`config.mk`:
```
export PLATFORM = sky130hd
export DESIGN_NAME = cra_sizes
export DESIGN_NICKNAME = d
export VERILOG_FILES = /design/src/rtl/cra_pkg.sv /design/src/rtl/cra_sizes.sv
export SDC_FILE = /design/constraint.sdc
export NUM_CORES = 1
export LEC_CHECK = 0
export ABC_AREA = 1
export BUFFER_PORTS_ARGS = -buffer_cell sky130_fd_sc_hd__buf_2
export CORE_AREA = 3 3 65 67
export DETAILED_ROUTE_END_ITERATION = 8
export DIE_AREA = 0 0 68 70
export PLACE_DENSITY = 0.87
export SYNTH_ARGS = -nofsm -noshare
export SYNTH_HDL_FRONTEND = slang
export SYNTH_SLANG_ARGS = --single-unit
```
`constraint.sdc`:
```
create_clock -name vclk -period 3.95
set_input_delay 0.5925 -clock vclk [all_inputs]
set_output_delay 0.5925 -clock vclk [all_outputs]
set_load 0.01 [all_outputs]
```
`src/rtl/cra_pkg.sv`:
```
// Shared constants, types and codes of the coalescing range allocator.
`default_nettype none
package cra_pkg;

  localparam int MAX_RANGES = 32;
  localparam int IDX_W = $clog2(MAX_RANGES);
  localparam int CNT_W = $clog2(MAX_RANGES + 1);
  localparam int CHUNK_HEADER_BYTES = 64;
  localparam int HEAD_BYTES = 64;
  // Alignment must be a power of two; rounding is done with a mask.
  localparam int ALIGN_BYTES = 16;
  localparam int ADDR_BITS = 24;
  localparam int LEN_W = ADDR_BITS + 1;
  localparam int TIME_W = 32;
  localparam int OVF_W = 40;
  localparam int REQ_W = 24;
  localparam int CFG_DATA_W = 32;
  localparam int CFG_IDX_W = 2;

  localparam int HEAD_OFF =
    ((HEAD_BYTES + ALIGN_BYTES - 1) / ALIGN_BYTES) * ALIGN_BYTES;
  localparam logic [LEN_W-1:0] ALIGN_MASK = ~LEN_W'(ALIGN_BYTES - 1);
  localparam logic [LEN_W-1:0] SEG_LIMIT = LEN_W'(1) << ADDR_BITS;

  localparam logic [CFG_IDX_W-1:0] CFG_SEGMENT_SIZE = 2'd0;
  localparam logic [CFG_IDX_W-1:0] CFG_COOL_TIME = 2'd1;

  localparam logic [1:0] CMD_ALLOC = 2'd0;
  localparam logic [1:0] CMD_FREE = 2'd1;
  localparam logic [1:0] CMD_CLEAN = 2'd2;

  localparam logic [1:0] ST_OK = 2'd0;
  localparam logic [1:0] ST_NO_SPACE = 2'd1;
  localparam logic [1:0] ST_NOT_FOUND = 2'd2;
  localparam logic [1:0] ST_FULL = 2'd3;

  typedef struct packed {
    logic [ADDR_BITS-1:0] start;
    logic [LEN_W-1:0] size;
  } range_t;

  typedef struct packed {
    logic [ADDR_BITS-1:0] start;
    logic [LEN_W-1:0] size;
    logic [TIME_W-1:0] deadline;
  } cool_ent_t;

  typedef struct packed {
    logic [LEN_W-1:0] fit_len;
    logic [LEN_W-1:0] keep_len;
    logic [LEN_W-1:0] init_len;
  } sizes_t;

endpackage
`default_nettype wire

```
`src/rtl/cra_sizes.sv`:
```
// Request length rounding and initial free range length of the allocator.
`default_nettype none
module cra_sizes (
  input  wire logic [cra_pkg::REQ_W-1:0] req,
  input  wire logic [cra_pkg::LEN_W-1:0] seg,
  output cra_pkg::sizes_t                sizes
);

  logic [cra_pkg::LEN_W-1:0] seg_c;

  always_comb begin
    sizes.fit_len = (cra_pkg::LEN_W'(req) +
      cra_pkg::LEN_W'(cra_pkg::CHUNK_HEADER_BYTES + cra_pkg::ALIGN_BYTES - 1)) &
      cra_pkg::ALIGN_MASK;
    sizes.keep_len = (cra_pkg::LEN_W'(req) +
      cra_pkg::LEN_W'(2 * cra_pkg::CHUNK_HEADER_BYTES + cra_pkg::ALIGN_BYTES - 1)) &
      cra_pkg::ALIGN_MASK;
    seg_c = (seg > cra_pkg::SEG_LIMIT) ? cra_pkg::SEG_LIMIT : seg;
    if (seg_c > cra_pkg::LEN_W'(cra_pkg::HEAD_OFF)) begin
      sizes.init_len = (seg_c - cra_pkg::LEN_W'(cra_pkg::HEAD_OFF)) & cra_pkg::ALIGN_MASK;
    end else begin
      sizes.init_len = '0;
    end
  end

endmodule
`default_nettype wire

```
# Word level (Yosys, flattened, before mapping)
# Cells that the tools add are included.
# op_classes
addsub	3
n_lt_le_gt_ge	2
muxes	2
# op_table
op	count
25-bit two-way mux	2
24-bit by 7-bit adder with 25-bit output, second input constant	1
24-bit by 8-bit adder with 25-bit output, second input constant	1
25-bit greater-than comparator, second input constant	1
25-bit by 7-bit greater-than comparator with 1-bit output, second input constant	1
25-bit by 7-bit subtractor with 25-bit output, second input constant	1
# totals
elab_cells	7
in_bits	49
register_bits	0
output_inout_bits	75

# Depth between registers and ports, before layout
# logic_depth
depth_word	4
depth_mapped	17
ltp_nobuf	13

# Least setup slack after synthesis
# No wires, ideal clock.
# synth_timing
path_type	input to output
startpoint	input seg[21] (netlist bit)
endpoint	output sizes[15] (netlist bit)
path_stages	16
required_time_ns	3.357
slack_ns	1.055
path_buffers	4
t_arrival_ns	2.303
cell_sequence	nor2_1 -> nand2_1 -> nor2_1 -> nand3_2 -> nand2_2 -> buf_6 -> buf_6 -> buf_2 -> nand2_1 -> ha_1 -> nand3_1 -> nor2_1 -> nand3_2 -> nand2_2 -> buf_6 -> nor2_1
# synth_rtl
element	line	rtl
start: declaration	cra_sizes.sv:5	input wire logic [cra_pkg::LEN_W-1:0] seg,
end: declaration	cra_sizes.sv:6	output cra_pkg::sizes_t sizes

==> metrics.cfg <==
[routing]
first_iter_violations=127
num_vias=2301
first_pass_iters=4
antenna_left=0
vias_per_cell=4.84
drcViolationCount=0
avgRoutedWirePerCell_um=10.7
drt-total-wl_um=5090

[global_routing]
grt_pass1_vias=2006
overflow=0
antenna_found_initial=0
grt_first_pass_wirelength_um=8020
grt_max_degree=23
track_usage_pct=19.9

[layout]
area_growth_pct=30.5
antenna_cells=0
fillers=375
ff_latch_area_sq_um=0
most-common-layout-cells=buf_2 (112), nor2_1 (87), nand2_1 (73)
nets=480
final_core_util_pct=58.7
clkbuf_count=0
layout-drive-gt1-share_pct=31.1
flops_and_latches=0
mostFrequentLayoutCell=buf_2

[floorplan]
die_w_um=68
initial_core_util_pct=45.0
dieArea_sq_um=4760
core_area_sq_um=3690
core.rowCount=22
ioPinCount=124
die_h_um=70

[yosys]
yosysUniqueCellTypes=29
synth_cells=324
synth-xor-area-share_pct=16.9
syn_area_sq_um=1660
synth_mux_area_share_pct=0
synth-simple-area-share_pct=52.4
synthAdderAreaFrac_pct=1.51
seq_area_frac_synth_pct=0
avgSynthCellArea_sq_um=5.12
synth_top_family_by_area=simple AND/OR/NAND/NOR gates
ys.warnings.count=0
synth_compound_area_share_pct=10.0

[hold_path]
min-delay-start=req[7]
hold_path.class=in2out

[clock_network]
postCtsSetupBuffers=0
cts_hold_buf=0
cts_resized=0

[timing]
report.final.slew_viol_count=0
finalSetupTns_ps=0
worst_slew_pin_slew_ps=748
hold_viol_final=0
fmax_mhz=304
rsz0062_at_grt=no
relSlewSlack_pct=49.5
finalSetupViolations=0
finalCritPeriodShare_pct=83.3
period_needed_ps=3290

[run]
drv_cap=0

[power]
p_per_area_nw_per_um2=111
leakage_nw=1.22
ir_worst_vdd_uv=68.7

[setup_path]
cp-end-kind=output pin
critPathKind=in2out
cp-start-kind=input port
worstPathRequired_ps=3360
critical_path.startpoint=seg[12]
critical_path_arrival_ps=2700
cp_max_fo=22

[placed_design]
gp_congestion=0.876
dp_hpwl_um=4390
portBuffers=112

[outcome]
outcome=finished clean

[critical path, stage by stage]
cell and delay (ps):
buf_2 140, nor2_1 100, nand2_1 60, nor2_1 180, nand3_2 90, nand2_2 330, nand2_1 130, inv_1 100
ha_1 140, nand3_1 70, nor2_1 130, nand3_2 90, nand2_2 290, nor2_1 90, buf_2 150
[synthesized netlist by cell type (4+ instances only)]
cell | number | share of area (%)
xor2_1 | 23 | 12
nor3_1 | 7 | 2.1
nand2_1 | 73 | 17
xnor2_1 | 9 | 4.8
buf_4 | 14 | 6.3
buf_6 | 4 | 2.7
o21ai_0 | 4 | 1.2
o41ai_1 | 5 | 2.6
nand3_2 | 4 | 2.4
nand3_1 | 20 | 6.0
inv_1 | 38 | 8.6
a21oi_1 | 5 | 1.5
nor2_1 | 87 | 20
nand2_2 | 4 | 1.5
[per-stage QoR]
step | std cells | hold WS, ps | area (sq um) | power (mW) | setup WS, ps
final | 475 | 1490 | 2160 | 0.240 | 661
after global routing | 475 | 1520 | 2160 | 0.268 | 388
after CTS | 475 | 1490 | 2160 | 0.241 | 669
after detailed placement | 475 | 1490 | 2160 | 0.239 | 668
after global placement | 475 | 1490 | 2160 | 0.236 | 769
after floorplan | 335 | 1270 | 1700 | 0.152 | 1050
[layout make-up]
type	instances	area, sq um	area share, %
multi-input cells	274	1390	64.0
repair buffers	113	568	26.2
inverters	40	150	6.94
well taps	48	60.1	2.77
[metal layers]
layer,GRT usage (%),routed length (um),vias up
li1,-,-,1188
met1,24.7,2100,992
met2,35.4,2460,107
met3,1.45,417,14
met4,5.52,116,0
met5,0,0,-
[power by group]
part | internal, mW | switching [mW]
Combinational | 0.0930 | 0.147
Sequential | 0 | 0
Clock | 0 | 0
[path summary, 6_finish.rpt]
| path | end | slack [ps] | cells past startpoint |
|---|---|---|---|
| worst min-delay path | sizes[32] | 1490 | 4 |
| worst max-delay path | sizes[23] | 660 | 15 |
[cells by family after synthesis]
| logic type | after synthesis |
|---|---|
| other | 1 |
| XOR/XNOR | 32 |
| AND/OR/NAND/NOR | 203 |
| buffers and inverters | 61 |
| AO/OA/AOI/OAI | 25 |
| adder cells (fa/ha/maj) | 2 |
Power figures use the tool's default switching activity.
